File: config.mk
export PLATFORM = sky130hd
export DESIGN_NAME = json_string_unescaper
export DESIGN_NICKNAME = d
export VERILOG_FILES = /design/src/rtl/jsu_pkg.sv /design/src/rtl/jsu_step.sv /design/src/rtl/json_string_unescaper.sv
export VERILOG_INCLUDE_DIRS = /design/src /design/src/rtl
export SDC_FILE = /design/constraint.sdc
export NUM_CORES = 1
export LEC_CHECK = 0
export ABC_AREA = 1
export ABC_CLOCK_PERIOD_IN_PS = 5500
export BUFFER_PORTS_ARGS = -buffer_cell sky130_fd_sc_hd__buf_4
export CELL_PAD_IN_SITES_DETAIL_PLACEMENT = 1
export CELL_PAD_IN_SITES_GLOBAL_PLACEMENT = 2
export CORE_UTILIZATION = 39
export DETAILED_ROUTE_END_ITERATION = 12
export PLACE_DENSITY = 0.87
export SKIP_LAST_GASP = 1
export SLEW_MARGIN = 20
export SYNTH_ARGS = -nofsm -noshare
export SYNTH_HDL_FRONTEND = slang
export SYNTH_SLANG_ARGS = --single-unit
File: constraint.sdc
create_clock -name clk -period 5.5 [get_ports clk]
set_input_delay 0.825 -clock clk [delete_from_list [all_inputs] [get_ports clk]]
set_output_delay 0.825 -clock clk [all_outputs]
set_load 0.05 [all_outputs]
File: src/rtl/json_string_unescaper_macros.svh
// Assertion macros for the JSON string unescaper.
// Each takes a label, an antecedent and a consequent; clk and rst_n come from
// the module that uses them.
`ifndef JSON_STRING_UNESCAPER_MACROS_SVH
`define JSON_STRING_UNESCAPER_MACROS_SVH

`ifndef SYNTHESIS

// Same-cycle implication
`define JSU_ASSERT_NOW(lbl, ante, cons) \
    lbl: assert property (@(posedge clk) disable iff (!rst_n) (ante) |-> (cons)) \
        else $error("jsu assertion failed");

// Next-cycle implication
`define JSU_ASSERT_NEXT(lbl, ante, cons) \
    lbl: assert property (@(posedge clk) disable iff (!rst_n) (ante) |=> (cons)) \
        else $error("jsu assertion failed");

`else

`define JSU_ASSERT_NOW(lbl, ante, cons)
`define JSU_ASSERT_NEXT(lbl, ante, cons)

`endif

`endif

File: src/rtl/jsu_pkg.sv
`default_nettype none

package jsu_pkg;

    // Parser modes, one-hot
    typedef enum logic [6:0] {
        MODE_IDLE    = 7'b0000001,
        MODE_STR     = 7'b0000010,
        MODE_ESC     = 7'b0000100,
        MODE_HEX     = 7'b0001000,
        MODE_HI_WAIT = 7'b0010000,
        MODE_HI_BSL  = 7'b0100000,
        MODE_LO_HEX  = 7'b1000000
    } mode_t;

    // Result kinds
    localparam logic [1:0] KIND_BYTE = 2'd0;
    localparam logic [1:0] KIND_DONE = 2'd1;
    localparam logic [1:0] KIND_ERR  = 2'd2;

    // Error codes
    localparam logic [1:0] ERR_UNTERM  = 2'd0;
    localparam logic [1:0] ERR_NOQUOTE = 2'd1;
    localparam logic [1:0] ERR_ESC     = 2'd2;
    localparam logic [1:0] ERR_HEX     = 2'd3;

    // Most results one input byte can cause
    localparam int unsigned MAX_RES = 4;

    // Parser state. acc holds up to three hex digits (the fourth comes from
    // the input byte); pend holds the low ten bits of a high surrogate.
    typedef struct packed {
        mode_t       mode;
        logic [1:0]  hex_cnt;
        logic [11:0] acc;
        logic [9:0]  pend;
    } state_t;

    localparam state_t STATE_RESET = '{mode: MODE_IDLE, hex_cnt: 2'd0,
                                       acc: 12'd0, pend: 10'd0};

    // One result item
    typedef struct packed {
        logic [1:0] kind;
        logic [7:0] data;
        logic [1:0] err;
    } item_t;

    // All results of one transaction
    typedef struct packed {
        logic [2:0]               cnt;
        item_t [MAX_RES-1:0]      items;
    } res_t;

endpackage

`default_nettype wire

File: src/rtl/jsu_step.sv
`default_nettype none

// Combinational decode of one text byte against the current parser state.
module jsu_step (
    input  wire jsu_pkg::state_t st,
    input  wire logic [7:0]      text_byte,
    input  wire logic            end_of_text,
    output jsu_pkg::state_t      st_next,
    output jsu_pkg::res_t        res
);

    localparam logic [7:0] CH_QUOTE = 8'h22;
    localparam logic [7:0] CH_BSL   = 8'h5C;
    localparam logic [7:0] CH_SLASH = 8'h2F;
    localparam logic [7:0] CH_SPACE = 8'h20;
    localparam logic [7:0] CH_TAB   = 8'h09;
    localparam logic [7:0] CH_CR    = 8'h0D;
    localparam logic [7:0] CH_LF    = 8'h0A;
    localparam logic [7:0] CH_BS    = 8'h08;
    localparam logic [7:0] CH_FF    = 8'h0C;
    localparam logic [7:0] CH_LO_B  = 8'h62;
    localparam logic [7:0] CH_LO_F  = 8'h66;
    localparam logic [7:0] CH_LO_N  = 8'h6E;
    localparam logic [7:0] CH_LO_R  = 8'h72;
    localparam logic [7:0] CH_LO_T  = 8'h74;
    localparam logic [7:0] CH_LO_U  = 8'h75;

    function automatic jsu_pkg::item_t mk_byte(input logic [7:0] data);
        jsu_pkg::item_t it;
        it      = '0;
        it.kind = jsu_pkg::KIND_BYTE;
        it.data = data;
        return it;
    endfunction

    function automatic jsu_pkg::item_t mk_done();
        jsu_pkg::item_t it;
        it      = '0;
        it.kind = jsu_pkg::KIND_DONE;
        return it;
    endfunction

    logic        hex_ok;
    logic [3:0]  hex_d;
    logic        esc_ok;
    logic [7:0]  esc_c;
    logic [15:0] unit;
    logic [1:0]  unit_len;
    logic [7:0]  unit_b0, unit_b1, unit_b2;
    logic [15:0] hi_cp;
    logic [20:0] sup_cp;
    logic        err_hit;
    logic [1:0]  err_code;
    jsu_pkg::state_t st_work;
    jsu_pkg::res_t   res_work;

    // Hex digit decode
    always_comb
    begin
        hex_ok = 1'b1;
        hex_d  = 4'd0;
        if (text_byte >= 8'h30 && text_byte <= 8'h39)
            hex_d = text_byte[3:0];
        else if ((text_byte >= 8'h61 && text_byte <= 8'h66) ||
                 (text_byte >= 8'h41 && text_byte <= 8'h46))
            hex_d = text_byte[3:0] + 4'd9;
        else
            hex_ok = 1'b0;
    end

    // Single-character escapes
    always_comb
    begin
        esc_ok = 1'b1;
        esc_c  = text_byte;
        case (text_byte)
            CH_QUOTE, CH_BSL, CH_SLASH: esc_c = text_byte;
            CH_LO_B: esc_c = CH_BS;
            CH_LO_F: esc_c = CH_FF;
            CH_LO_N: esc_c = CH_LF;
            CH_LO_R: esc_c = CH_CR;
            CH_LO_T: esc_c = CH_TAB;
            default: esc_ok = 1'b0;
        endcase
    end

    // UTF-8 encode of a completed BMP unit
    assign unit = {st.acc, hex_d};
    always_comb
    begin
        unit_b0 = unit[7:0];
        unit_b1 = 8'h00;
        unit_b2 = 8'h00;
        if (unit < 16'h0080)
        begin
            unit_len = 2'd1;
        end
        else if (unit < 16'h0800)
        begin
            unit_len = 2'd2;
            unit_b0  = {3'b110, unit[10:6]};
            unit_b1  = {2'b10, unit[5:0]};
        end
        else
        begin
            unit_len = 2'd3;
            unit_b0  = {4'b1110, unit[15:12]};
            unit_b1  = {2'b10, unit[11:6]};
            unit_b2  = {2'b10, unit[5:0]};
        end
    end

    // Held high surrogate and joined supplementary code point
    assign hi_cp  = {6'b110110, st.pend};
    assign sup_cp = 21'h010000 + {1'b0, st.pend, unit[9:0]};

    // Mode transitions and result list
    always_comb
    begin
        st_work  = st;
        res_work = '0;
        err_hit  = 1'b0;
        err_code = jsu_pkg::ERR_UNTERM;

        if (end_of_text)
        begin
            err_hit  = 1'b1;
            err_code = (st.mode == jsu_pkg::MODE_IDLE) ? jsu_pkg::ERR_NOQUOTE
                                                       : jsu_pkg::ERR_UNTERM;
        end
        else
        begin
            case (st.mode)
                jsu_pkg::MODE_IDLE:
                begin
                    if (text_byte == CH_QUOTE)
                        st_work.mode = jsu_pkg::MODE_STR;
                    else if (!(text_byte == CH_SPACE || text_byte == CH_TAB ||
                               text_byte == CH_CR || text_byte == CH_LF))
                    begin
                        err_hit  = 1'b1;
                        err_code = jsu_pkg::ERR_NOQUOTE;
                    end
                end
                jsu_pkg::MODE_STR:
                begin
                    if (text_byte == CH_QUOTE)
                    begin
                        st_work.mode      = jsu_pkg::MODE_IDLE;
                        res_work.cnt      = 3'd1;
                        res_work.items[0] = mk_done();
                    end
                    else if (text_byte == CH_BSL)
                        st_work.mode = jsu_pkg::MODE_ESC;
                    else
                    begin
                        res_work.cnt      = 3'd1;
                        res_work.items[0] = mk_byte(text_byte);
                    end
                end
                jsu_pkg::MODE_ESC:
                begin
                    if (text_byte == CH_LO_U)
                    begin
                        st_work.mode    = jsu_pkg::MODE_HEX;
                        st_work.hex_cnt = 2'd0;
                        st_work.acc     = 12'd0;
                    end
                    else if (esc_ok)
                    begin
                        st_work.mode      = jsu_pkg::MODE_STR;
                        res_work.cnt      = 3'd1;
                        res_work.items[0] = mk_byte(esc_c);
                    end
                    else
                    begin
                        err_hit  = 1'b1;
                        err_code = jsu_pkg::ERR_ESC;
                    end
                end
                jsu_pkg::MODE_HEX:
                begin
                    if (!hex_ok)
                    begin
                        err_hit  = 1'b1;
                        err_code = jsu_pkg::ERR_HEX;
                    end
                    else if (st.hex_cnt != 2'd3)
                    begin
                        st_work.acc     = unit[11:0];
                        st_work.hex_cnt = st.hex_cnt + 2'd1;
                    end
                    else
                    begin
                        st_work.hex_cnt = 2'd0;
                        st_work.acc     = 12'd0;
                        if (unit[15:10] == 6'b110110)
                        begin
                            // high surrogate: hold it for a possible low unit
                            st_work.pend = unit[9:0];
                            st_work.mode = jsu_pkg::MODE_HI_WAIT;
                        end
                        else
                        begin
                            st_work.mode      = jsu_pkg::MODE_STR;
                            res_work.cnt      = {1'b0, unit_len};
                            res_work.items[0] = mk_byte(unit_b0);
                            res_work.items[1] = mk_byte(unit_b1);
                            res_work.items[2] = mk_byte(unit_b2);
                        end
                    end
                end
                jsu_pkg::MODE_HI_WAIT:
                begin
                    if (text_byte == CH_BSL)
                        st_work.mode = jsu_pkg::MODE_HI_BSL;
                    else
                    begin
                        // lone high surrogate, then the byte as in the body
                        st_work.pend      = 10'd0;
                        res_work.cnt      = 3'd4;
                        res_work.items[0] = mk_byte({4'b1110, hi_cp[15:12]});
                        res_work.items[1] = mk_byte({2'b10, hi_cp[11:6]});
                        res_work.items[2] = mk_byte({2'b10, hi_cp[5:0]});
                        if (text_byte == CH_QUOTE)
                        begin
                            st_work.mode      = jsu_pkg::MODE_IDLE;
                            res_work.items[3] = mk_done();
                        end
                        else
                        begin
                            st_work.mode      = jsu_pkg::MODE_STR;
                            res_work.items[3] = mk_byte(text_byte);
                        end
                    end
                end
                jsu_pkg::MODE_HI_BSL:
                begin
                    if (text_byte == CH_LO_U)
                    begin
                        st_work.mode    = jsu_pkg::MODE_LO_HEX;
                        st_work.hex_cnt = 2'd0;
                        st_work.acc     = 12'd0;
                    end
                    else if (esc_ok)
                    begin
                        st_work.mode      = jsu_pkg::MODE_STR;
                        st_work.pend      = 10'd0;
                        res_work.cnt      = 3'd4;
                        res_work.items[0] = mk_byte({4'b1110, hi_cp[15:12]});
                        res_work.items[1] = mk_byte({2'b10, hi_cp[11:6]});
                        res_work.items[2] = mk_byte({2'b10, hi_cp[5:0]});
                        res_work.items[3] = mk_byte(esc_c);
                    end
                    else
                    begin
                        err_hit  = 1'b1;
                        err_code = jsu_pkg::ERR_ESC;
                    end
                end
                jsu_pkg::MODE_LO_HEX:
                begin
                    if (!hex_ok)
                    begin
                        err_hit  = 1'b1;
                        err_code = jsu_pkg::ERR_HEX;
                    end
                    else if ((st.hex_cnt == 2'd0 && hex_d != 4'hD) ||
                             (st.hex_cnt == 2'd1 && hex_d < 4'hC))
                    begin
                        // not a low surrogate: flush the high one, go on as plain
                        st_work.mode      = jsu_pkg::MODE_HEX;
                        st_work.acc       = unit[11:0];
                        st_work.hex_cnt   = st.hex_cnt + 2'd1;
                        st_work.pend      = 10'd0;
                        res_work.cnt      = 3'd3;
                        res_work.items[0] = mk_byte({4'b1110, hi_cp[15:12]});
                        res_work.items[1] = mk_byte({2'b10, hi_cp[11:6]});
                        res_work.items[2] = mk_byte({2'b10, hi_cp[5:0]});
                    end
                    else if (st.hex_cnt != 2'd3)
                    begin
                        st_work.acc     = unit[11:0];
                        st_work.hex_cnt = st.hex_cnt + 2'd1;
                    end
                    else
                    begin
                        // surrogate pair complete
                        st_work.mode      = jsu_pkg::MODE_STR;
                        st_work.hex_cnt   = 2'd0;
                        st_work.acc       = 12'd0;
                        st_work.pend      = 10'd0;
                        res_work.cnt      = 3'd4;
                        res_work.items[0] = mk_byte({5'b11110, sup_cp[20:18]});
                        res_work.items[1] = mk_byte({2'b10, sup_cp[17:12]});
                        res_work.items[2] = mk_byte({2'b10, sup_cp[11:6]});
                        res_work.items[3] = mk_byte({2'b10, sup_cp[5:0]});
                    end
                end
                default:
                begin
                    err_hit  = 1'b1;
                    err_code = jsu_pkg::ERR_UNTERM;
                end
            endcase
        end

        // Any error drops everything else and restarts the parser
        if (err_hit)
        begin
            st_work             = jsu_pkg::STATE_RESET;
            res_work            = '0;
            res_work.cnt        = 3'd1;
            res_work.items[0].kind = jsu_pkg::KIND_ERR;
            res_work.items[0].err  = err_code;
        end
    end

    assign st_next = st_work;
    assign res     = res_work;

endmodule

`default_nettype wire

File: src/rtl/json_string_unescaper.sv
// JSON string unescaper: one text byte per transaction in, UTF-8 bytes,
// done and error items out. A result is shown the cycle after its byte is
// accepted. A byte gives up to 4 results, held in the 4-entry output buffer;
// the next byte is accepted when the buffer is empty or as its last item leaves.
// Reset (rst_n low, asynchronous) returns the parser to idle and empties
// the output buffer.
`default_nettype none

`include "json_string_unescaper_macros.svh"

module json_string_unescaper (
    input  wire logic       clk,
    input  wire logic       rst_n,
    input  wire logic       in_valid,
    output logic            in_ready,
    input  wire logic [7:0] text_byte,
    input  wire logic       end_of_text,
    output logic            out_valid,
    input  wire logic       out_ready,
    output logic [1:0]      item_kind,
    output logic [7:0]      decoded_byte,
    output logic [1:0]      error_code,
    output logic            last
);

    jsu_pkg::state_t st_reg, st_next;
    jsu_pkg::res_t   res;

    jsu_pkg::item_t  item_reg [jsu_pkg::MAX_RES];
    logic [2:0]      cnt_reg, cnt_next;
    logic [1:0]      idx_reg, idx_next;

    logic in_fire, out_fire, out_last;

    jsu_step u_step (
        .st          (st_reg),
        .text_byte   (text_byte),
        .end_of_text (end_of_text),
        .st_next     (st_next),
        .res         (res)
    );

    // Handshakes: a new transaction may enter as the last buffered item leaves
    assign out_last  = (({1'b0, idx_reg} + 3'd1) == cnt_reg);
    assign out_valid = (cnt_reg != 3'd0);
    assign out_fire  = out_valid && out_ready;
    assign in_ready  = !out_valid || (out_ready && out_last);
    assign in_fire   = in_valid && in_ready;

    // Output buffer occupancy
    always_comb
    begin
        cnt_next = cnt_reg;
        idx_next = idx_reg;
        if (out_fire)
        begin
            if (out_last)
            begin
                cnt_next = 3'd0;
                idx_next = 2'd0;
            end
            else
                idx_next = idx_reg + 2'd1;
        end
        if (in_fire && res.cnt != 3'd0)
        begin
            cnt_next = res.cnt;
            idx_next = 2'd0;
        end
    end

    // Control registers
    always_ff @(posedge clk or negedge rst_n)
    begin
        if (!rst_n)
        begin
            st_reg  <= jsu_pkg::STATE_RESET;
            cnt_reg <= 3'd0;
            idx_reg <= 2'd0;
        end
        else
        begin
            if (in_fire)
                st_reg <= st_next;
            cnt_reg <= cnt_next;
            idx_reg <= idx_next;
        end
    end

    // Result payload
    always_ff @(posedge clk)
    begin
        if (in_fire && res.cnt != 3'd0)
        begin
            for (int i = 0; i < jsu_pkg::MAX_RES; i++)
                item_reg[i] <= res.items[i];
        end
    end

    assign item_kind    = item_reg[idx_reg].kind;
    assign decoded_byte = item_reg[idx_reg].data;
    assign error_code   = item_reg[idx_reg].err;
    assign last         = out_last;

    // Checks
    `JSU_ASSERT_NOW(a_err_is_last, out_valid && item_kind == jsu_pkg::KIND_ERR, last)
    `JSU_ASSERT_NOW(a_done_is_last, out_valid && item_kind == jsu_pkg::KIND_DONE, last)
    `JSU_ASSERT_NOW(a_idx_in_range, out_valid, ({1'b0, idx_reg} < cnt_reg) && cnt_reg <= 3'd4)
    `JSU_ASSERT_NEXT(a_end_to_idle, in_fire && end_of_text, st_reg.mode == jsu_pkg::MODE_IDLE)

endmodule

`default_nettype wire
==> metrics.txt, run 1 <==
Main synth FF type edfxtp_1; Netlist cell types 50; DP Wirelength 13900 µm; critical path peak fanout 37; Slowest Stage Delay on Critical Path 0.51 ns; Cells after Synth 673; Worst Path Arrival 4.04 ns; Rows 40; Power, Total 2.29 mW; crit path launch text_byte[0]; CP most frequent cell nand2_1; Root Driver clkbuf_16; worst hold path class in -> async; DRC violations left 0; DR vias 4846; fraction of layout cells with a size suffix above 1 13.2%; Max Clk Rate 267 MHz; status completed; die width 115 µm; syn_nets 696; post_cts resized 0; vias in the first global route 5020; first-pass GRT wire length 28200 µm; final RePlAce weighted congestion 0.943; Slew @ Worst Pin 0.880 ns; Die Y-Extent 115 µm; 1st-iter DRT viols 386; relative slew slack 40.9%; crit start category input pin; P_leak 2.45 nW; YS warnings 0; Yosys reg bits 71; Final ANT Viol Nets 0; Reg2Reg Launch Point idx_reg[0]; R2R depth 11; core footprint 12200 µm²; mean post-synth cell area 7.38 µm²; DRT Pass-1 Iters 4; CTS tree done; overflow left after global routing 0; RSZ-0062 raised after global routing false; post-DR vias/cell 5.57; GRT Total Usage 28.9%; Setup violations, final 0; antenna violations before repair 0; sequential share of the synthesized area 39.3%; Peak VDD IR 129 µV; crit path time final 3.75 ns; Crit Path Category in -> reg; n_diodes 0; hold_ws 0.417 ns; clock sinks 71; crit end category flop; Worst-Skew Late Latency 0.35 ns; Post-synth ARST share 50.7%; Post-CTS Repair Setup Buffers 0; synthesis-to-layout area growth 12.3%; fin crit share 68.2%; fin nets 720; max reg flops 35; DIE AREA 13200 µm²; Clock transition at path regs 0.06 ns; Initial Utilization 40.6%; DR WL/cell 20.1 µm; worst-case clock buffer depth 2; Max Cap Viol 0; worst path cell trace buf_4 -> inv_1 -> ha_1 -> nand3_1 -> nand3_1 -> nand2_1 -> nand3_1 -> inv_1 -> nand2_1 -> nand2_1 -> o21ai_2 -> nand2_2 -> nor2_1 -> nand2_1 -> nand2_1; hold buffer count at CTS 0; commonest non-fill, non-tap cells in the layout nand2_1 (166), inv_1 (71), nor2_1 (71); Worst EP required 5.79 ns; fin area 5570 µm²; Slew Viols, Final 0; final hold vios 0; Area after DPL 5300 µm²; CTS buffer count 9; mapped cell area 4960 µm²; Worst Skew 0.0111 ns; number of synthesized flops with an enable pin 35; largest net degree at the start of global routing 38; Port Buffers 27; commonest non-fill, non-tap cell in the layout nand2_1; I/O pin total 28; final WL 17500 µm; # H-tree levels 3; Pwr per Cell Area 410 nW/µm²; slowest cell on the critical path nand2_2; post-route setup TNS 0 ns
synthesized netlist by cell type (4+ instances only):
library cell	n	area, µm²
a31oi_1	4	25.0
clkbuf_1	6	22.5
ha_1	10	125
nand2_1	166	623
o221ai_1	5	43.8
dfrtp_1	35	876
nand2_2	6	37.5
nor2_2	13	81.3
nand3_1	47	235
nand3_2	5	50.1
nand4_1	16	100
buf_2	5	25.0
o21ai_0	42	210
o22ai_1	24	150
nor2_1	71	267
o2111ai_1	4	35.0
a22oi_1	6	45.0
nor2_4	5	56.3
a21oi_1	33	165
inv_1	71	267
edfxtp_1	35	1050
o21ai_1	10	50.1
inv_2	11	41.3
nor3_1	5	25.0
per-layer routing:
layer | wire [µm] | part of all wire, % | vias up | global-route usage (%)
li1 | - | - | 2343 | -
met5 | 0 | 0 | - | 0
met3 | 808 | 4.6 | 12 | 6.11
met4 | 159 | 0.91 | 0 | 6.84
met1 | 8220 | 47 | 2377 | 39.1
met2 | 8290 | 47 | 114 | 47.5
cell type report:
class	instances	area, µm²
Timing Repair Buffer	28	210
Sequential cell	71	1950
Tap cell	168	210
Inverter	85	319
Fill cell	1572	6640
Clock inverter	7	47.5
Clock buffer	9	225
Multi-Input combinational cell	502	2610
critical path, delay by kind of cell:
kind / cells / cell delay [ns]
buffers and inverters: 3 / 0.44
AO/OA/AOI/OAI: 1 / 0.21
adder cells (fa/ha/maj): 1 / 0.28
AND/OR/NAND/NOR: 10 / 2.29
power breakdown:
part           internal (mW)  total [mW]  switching, mW
Clock                  0.305       0.543          0.239
Sequential             0.684       0.754         0.0698
Combinational          0.263       0.988          0.726
final timing paths:
kind,end,slack [ns]
min reg2reg,st_reg[24],0.50
max,idx_reg[0],1.75
min,idx_reg[0],0.42
min in group clk,st_reg[24],0.50
max in group asynchronous,st_reg[2],4.69
max reg2reg,st_reg[9],2.12
stage by stage:
stage / instances / util [%] / setup WS [ns]
finish: 870 / 45.6 / 1.75
detailed placement: 854 / 43.4 / 1.43
floorplan: 673 / - / 2.36
global placement: 854 / 43.4 / 1.47
global route: 870 / 45.6 / 1.39
CTS: 870 / 45.6 / 1.78
logic make-up (layout without fill, tap and decap cells):
logic type | after synthesis | in the layout | synth area share [%]
AOI/OAI and AO/OA | 144 | 144 | 17.4
xor gates and xnor gates | 5 | 5 | 0.882
adders and majority gates | 10 | 10 | 2.52
buffers and inverters | 100 | 129 | 8.14
DFF | 71 | 71 | 39.3
and+or+nand+nor | 343 | 343 | 31.7
Power figures use the tool's default switching activity.
==> run 2: changes to the inputs <==
Settings changed: ABC_CLOCK_PERIOD_IN_PS 5500 to 3650, CORE_UTILIZATION 39 to 36, PLACE_DENSITY 0.87 to 0.81.
Clock period 5.5 ns to 3.65 ns, I/O delays scaled along.
==> run 2 against run 1 <==
Net effect: clock-buffer cell count increased by 2; power up 54%; non-clock buffer count grew 7; utilization down 3.3 points; global-route usage decreased by 2.1 points; die area up 8.2%; flip-flop and latch count did not move; combinational power is 60% higher; via count grew 3.2%; worst hold slack got worse by 0.26 ns; highest routed layer unchanged.
==> metrics.txt, run 2 (synthesis gave the netlist of run 1 again) <==
Worst Path Arrival 3.35 ns (was 4.04 ns); I/O pin total 28 (unchanged); first-pass GRT wire length 28800 µm (was 28200 µm); Port Buffers 27 (unchanged); crit path time final 3.07 ns; fill cell count 1692 (was 1572); Worst-Skew Late Latency 0.35 ns (about the same); Non-Filler Instances 885 (was 870); Die Y-Extent 119 µm (was 115 µm); Max Cap Viol 0 (unchanged); final RePlAce weighted congestion 0.944 (was 0.943); slowest cell on the critical path nand2_1 (was nand2_2); DRT Pass-1 Iters 5 (was 4); hold buffer count at CTS 0 (unchanged); Pwr per Cell Area 623 nW/µm² (was 410 nW/µm²); worst hold path class in -> async (unchanged); Clock transition at path regs 0.05 ns (was 0.06 ns); commonest non-fill, non-tap cell in the layout nand2_1 (unchanged); post-route setup TNS 0 ns (unchanged); worst path cell trace buf_4 -> inv_1 -> ha_1 -> nand3_1 -> nand3_1 -> nand2_1 -> nand3_1 -> inv_1 -> nand2_1 -> nand2_1 -> o21ai_2 -> nand2_2 -> buf_12 -> nor2_1 -> nand2_1 -> nand2_1 (was buf_4 -> inv_1 -> ha_1 -> nand3_1 -> nand3_1 -> nand2_1 -> nand3_1 -> inv_1 -> nand2_1 -> nand2_1 -> o21ai_2 -> nand2_2 -> nor2_1 -> nand2_1 -> nand2_1); Worst EP required 3.93 ns (was 5.79 ns); crit start category input pin (unchanged); largest net degree at the start of global routing 38 (unchanged); CP most frequent cell nand2_1 (unchanged); overflow left after global routing 0 (unchanged); Slowest Stage Delay on Critical Path 0.30 ns (was 0.51 ns); clock sinks 71 (unchanged); Peak VDD IR 271 µV (was 129 µV); post-DR vias/cell 5.65 (was 5.57); Max Clk Rate 326 MHz; fraction of layout cells with a size suffix above 1 14.0% (was 13.2%); commonest non-fill, non-tap cells in the layout nand2_1 (166), inv_1 (71), nor2_1 (71) (unchanged); core footprint 13300 µm² (was 12200 µm²); Post-CTS Repair Setup Buffers 0 (unchanged); DP Wirelength 14300 µm (was 13900 µm); relative slew slack 49.8% (was 40.9%); P_leak 2.48 nW (was 2.45 nW); DRC violations left 0 (unchanged); Slew @ Worst Pin 0.745 ns (was 0.880 ns); final WL 18000 µm (was 17500 µm); DR WL/cell 20.4 µm (was 20.1 µm); # H-tree levels 3 (unchanged); worst-case clock buffer depth 2 (unchanged); DIE AREA 14300 µm² (was 13200 µm²); synthesis-to-layout area growth 13.8% (was 12.3%); 1st-iter DRT viols 391 (was 386); post_cts resized 0 (unchanged); vias in the first global route 5032 (was 5020); Slew Viols, Final 0 (unchanged); Setup violations, final 0 (unchanged); final hold vios 0 (unchanged); status completed (unchanged); RSZ-0062 raised after global routing false (unchanged); die width 119 µm (was 115 µm); Initial Utilization 37.2% (was 40.6%); max reg flops 35 (unchanged); GRT Total Usage 26.8% (was 28.9%); Final ANT Viol Nets 0 (unchanged); CTS buffer count 9 (unchanged); Placed Cells 869 (was 854); Worst Skew 0.00984 ns (was 0.0111 ns); CTS tree done (unchanged); antenna violations before repair 0 (unchanged); fin crit share 84.1%; Root Driver clkbuf_16 (unchanged); DR vias 5001 (was 4846); fin nets 727 (was 720); Rows 42 (was 40); n_diodes 0 (unchanged); crit end category flop (unchanged); critical path peak fanout 37 (unchanged); Crit Path Category in -> reg (unchanged)
run 2: cell types whose count changed in the layout (fill, tap and decap cells not counted), sizes merged:
cell      change
clkinvlp      +1
clkinv        -3
clkbuf        +2
buf           +7
run 2: routing by layer:
| layer | global-route usage [%] | part of all wire (%) | up-vias |
|---|---|---|---|
| met2 | 43.5 | 47 | 141 |
| met1 | 36.3 | 46 | 2472 |
| met3 | 4.74 | 4.7 | 31 |
| met4 | 8.28 | 2.0 | 0 |
| met5 | 0 | 0 | - |
| li1 | - | - | 2357 |
run 2: worst paths after layout:
kind,start,end,slack (ns),cells after the start
worst max-delay path,text_byte[0],idx_reg[1],0.58,16
worst min-delay path,rst_n,idx_reg[1],0.16,1
worst max register to register,idx_reg[1],st_reg[10],0.76,12
worst min register to register,st_reg[24],st_reg[24],0.50,2
max in group asynchronous,rst_n,st_reg[7],3.11,1
min in group clk,st_reg[24],st_reg[24],0.50,2
run 2: area by class of cell:
| cell class | instances | area, µm² | area share, % |
|---|---|---|---|
| multi-input combinational | 502 | 2610 | 46.1 |
| tap | 176 | 220 | 3.90 |
| clock inverter | 5 | 32.5 | 0.576 |
| inverter | 85 | 319 | 5.65 |
| clock buffer | 11 | 243 | 4.30 |
| timing repair buffer | 35 | 275 | 4.87 |
| sequential | 71 | 1950 | 34.6 |
run 2: worst max-delay path: cells and delay by family:
| family | cells | cell delay, ns |
|---|---|---|
| AO/OA/AOI/OAI | 1 | 0.23 |
| adder cells (fa/ha/maj) | 1 | 0.29 |
| buffers and inverters | 4 | 0.63 |
| AND/OR/NAND/NOR | 10 | 1.65 |
run 2: metrics by stage:
| stage | setup slack (ns) | total power, mW | utilization (%) | instance area [µm²] | hold WS [ns] |
|---|---|---|---|---|---|
| 4_1_cts | 0.631 | 3.54 | 42.3 | 5650 | 0.196 |
| 2_1_floorplan | 0.514 | 2.23 | - | 4960 | 0.252 |
| 3_3_place_gp | 0.323 | 2.67 | 40.3 | 5370 | 0.485 |
| 6_report | 0.581 | 3.52 | 42.3 | 5650 | 0.158 |
| 3_5_place_dp | 0.281 | 2.71 | 40.3 | 5370 | 0.501 |
| 5_1_grt | 0.343 | 3.72 | 42.3 | 5650 | 0.217 |
run 2: power breakdown:
| group | switching [mW] | leakage, nW | internal [mW] |
|---|---|---|---|
| sequential | 0.0903 | 0.832 | 1.03 |
| combinational | 1.14 | 1.52 | 0.433 |
| clock | 0.351 | 0.130 | 0.477 |
| total | 1.58 | 2.48 | 1.94 |
==> run 3: changes to the inputs <==
Settings changed: ABC_AREA 1 to 0, ABC_CLOCK_PERIOD_IN_PS 3650 to 2600, CORE_UTILIZATION 36 to 35, PLACE_DENSITY 0.81 to 0.78.
Clock period 3.65 ns to 2.6 ns, I/O delays scaled along.
==> run 3 against run 2 <==
Net effect: the run now ends with negative hold slack, negative setup slack left; via count rose by 7.6%; clock skew decreased by 0.0040 ns; utilization grew 12 points; sequential share of layout area down 8.5 points; register-to-register slack worse by 1.0 ns; wire length up 19%.
==> metrics.txt, run 3 <==
status finished, violations left (was completed); failing checks negative hold slack, negative setup slack; mean post-synth cell area 8.83 µm² (was 7.38 µm²); post-DR vias/cell 5.90 (was 5.65); DRT Pass-1 Iters 5 (unchanged); fin crit share 109%; critical path peak fanout 24 (was 37); Worst EP required 2.65 ns (was 3.93 ns); Rows 43 (was 42); synth cell count leaders nand2_1 (67), nor2_1 (48), o21ai_0 (45) (was nand2_1 (166), inv_1 (71), nor2_1 (71)); Worst Path Arrival 2.89 ns (was 3.35 ns); YS warnings 0 (unchanged); clock share of power 31.0% (was 23.5%); final WL 21400 µm (was 18000 µm); core footprint 13900 µm² (was 13300 µm²); Crit Path Category reg -> reg (was in -> reg); Slowest Stage Delay on Critical Path 0.57 ns (was 0.30 ns); GRT Total Usage 28.6% (was 26.8%); reg-to-reg slack, setup -0.24 ns (was 0.76 ns); DR WL/cell 23.5 µm (was 20.4 µm); commonest non-fill, non-tap cells in the layout buf_4 (164), nand2_1 (62), nor2_1 (44) (was nand2_1 (166), inv_1 (71), nor2_1 (71)); Max Cap Viol 0 (unchanged); Worst Skew 0.00589 ns (was 0.00984 ns); fin nets 750 (was 727); Die Y-Extent 121 µm (was 119 µm); relative slew slack 64.0% (was 49.8%); Root Driver clkbuf_16 (unchanged); crit path time final 2.84 ns; sequential share of power 29.9% (was 31.7%); n_diodes 0 (unchanged); Seq. cell area 1950 µm² (about the same); I/O pin total 28 (unchanged); crit end category flop (unchanged); Top Family by Delay on Critical Path simple AND/OR/NAND/NOR gates (unchanged); CTS tree done (unchanged); Initial Utilization 35.8% (was 37.2%); worst hold path class in -> async (unchanged); synthesis-to-layout area growth 51.0% (was 13.8%); fill cell count 1537 (was 1692); worst path cell trace ha_4 -> xor2_2 -> nor3_4 -> nand2_2 -> a21bo_4 -> or4_4 -> a311oi_2 -> or2_4 -> buf_12 (was buf_4 -> inv_1 -> ha_1 -> nand3_1 -> nand3_1 -> nand2_1 -> nand3_1 -> inv_1 -> nand2_1 -> nand2_1 -> o21ai_2 -> nand2_2 -> buf_12 -> nor2_1 -> nand2_1 -> nand2_1); overflow left after global routing 0 (unchanged); syn_nets 586 (was 696); Multi-input gate area 3320 µm² (was 2610 µm²); mapped cell area 4970 µm² (was 4960 µm²); RSZ-0062 raised after global routing true (was false); antenna violations before repair 0 (unchanged); P_leak 2.94 nW (was 2.48 nW); Pwr per Cell Area 636 nW/µm² (was 623 nW/µm²); first-pass GRT wire length 30900 µm (was 28800 µm); die width 121 µm (was 119 µm); worst-case clock buffer depth 2 (unchanged); CTS buffer count 9 (unchanged); WP buf/inv 1 (was 4); Yosys reg bits 71 (unchanged); DRC violations left 0 (unchanged); slowest cell on the critical path or4_4 (was nand2_1); number of synthesized flops with an enable pin 35 (unchanged); Slew Viols, Final 0 (unchanged); Clock transition at path regs 0.06 ns (was 0.05 ns); Post-synth ARST share 50.7% (unchanged); final worst slack -0.244 ns (was 0.581 ns); # H-tree levels 3 (unchanged); DP Wirelength 15500 µm (was 14300 µm); hold_ws -0.00513 ns (was 0.158 ns); top cells by area, synth edfxtp_1 (21%), dfrtp_1 (18%), nand2_1 (5.1%) (was edfxtp_1 (21%), dfrtp_1 (18%), nand2_1 (13%)); Yosys top cell area share 21.2% (about the same); crit start category flop (was input pin); fraction of layout cells with a size suffix above 1 43.4% (was 14.0%); pre-CTS setup slack -0.600 ns (was 0.281 ns); Worst-Skew Late Latency 0.35 ns (about the same); sequential share of the synthesized area 39.3% (about the same); Setup violations, final 35 (was 0); final hold vios 2 (was 0); Peak VDD IR 421 µV (was 271 µV); Slew @ Worst Pin 0.537 ns (was 0.745 ns); 1st-iter DRT viols 366 (was 391); final RePlAce weighted congestion 1.00 (was 0.944); Internal Power 3.04 mW (was 1.94 mW); commonest non-fill, non-tap cell in the layout buf_4 (was nand2_1); vias in the first global route 5423 (was 5032); Cells after Synth 563 (was 673); clock sinks 71 (unchanged); Yosys top cell by area edfxtp_1 (unchanged); largest net degree at the start of global routing 37 (was 38); Netlist cell types 75 (was 50); Switch Pwr 1.73 mW (was 1.58 mW); most frequent cell after synthesis nand2_1 (unchanged); switching share of total power 36.3% (was 45.0%); DR vias 5382 (was 5001); Comb power frac 39.1% (was 44.7%); DIE AREA 14700 µm² (was 14300 µm²); Main synth FF type edfxtp_1 (unchanged); max reg flops 35 (unchanged); Final ANT Viol Nets 0 (unchanged); Max Clk Rate 352 MHz; Port Buffers 27 (unchanged)
run 3: layout make-up:
cell class | instances | share of cell area, %
sequential | 71 | 26.0
timing repair buffer | 183 | 20.7
tap | 180 | 3.00
inverter | 25 | 1.33
multi-input combinational | 437 | 44.2
clock inverter | 7 | 1.70
clock buffer | 9 | 3.00
run 3: cell families after synthesis:
kind of cell	after synthesis	share of synthesized area, %
multiplexers	21	6.07
adder cells (fa/ha/maj)	10	2.52
XOR/XNOR	9	1.59
buffers and inverters	56	4.33
AND/OR/NAND/NOR	224	23.1
flip-flops	71	39.3
AO/OA/AOI/OAI	172	23.1
run 3: stage by stage:
stage | std cells | util [%] | TNS (ns) | cell area (µm²) | power [mW]
after floorplan | 563 | - | -30.13 | 5190 | 2.56
after global placement | 869 | 46.7 | -38.06 | 6480 | 3.20
after detailed placement | 869 | 46.7 | -44.56 | 6480 | 3.24
after CTS | 895 | 51.4 | -7.16 | 7130 | 4.81
after global routing | 912 | 54.1 | -12.28 | 7500 | 4.93
final | 912 | 54.1 | -7.88 | 7500 | 4.77
run 3: final timing paths:
kind / startpoint / end / cells after the start
max in group asynchronous: rst_n / st_reg[15] / 1
worst min register to register: cnt_reg[0] / cnt_reg[0] / 1
min in group clk: end_of_text / item_reg[0][1] / 2
worst max register to register: idx_reg[1] / item_reg[3][3] / 9
worst min-delay path: rst_n / st_reg[30] / 1
worst max-delay path: idx_reg[1] / item_reg[3][3] / 9
run 3: layer usage:
layer  share of wire (%)  track usage [%]  vias to the layer above
li1                    -                -                     2427
met1                  41             35.9                     2723
met5                   0                0                        -
met2                  50             48.6                      181
met4                 3.2             10.5                        0
met3                 5.5             5.36                       51
run 3: power groups by stage:
stage                     sequential [mW]  combinational (mW)  clock [mW]
after global routing                 1.44                1.96        1.53
after detailed placement             1.45                1.79           0
after CTS                            1.43                1.89        1.48
after floorplan                      1.43                1.13           0
final                                1.43                1.87        1.48
after global placement               1.43                1.76           0
run 3: repair_timing:
item	CTS	global route
pin swaps	7	30
hold buffers	0	0
setup endpoints to repair	86	90
buffers inserted	6	20
resized for setup	53	67
cloned	4	2
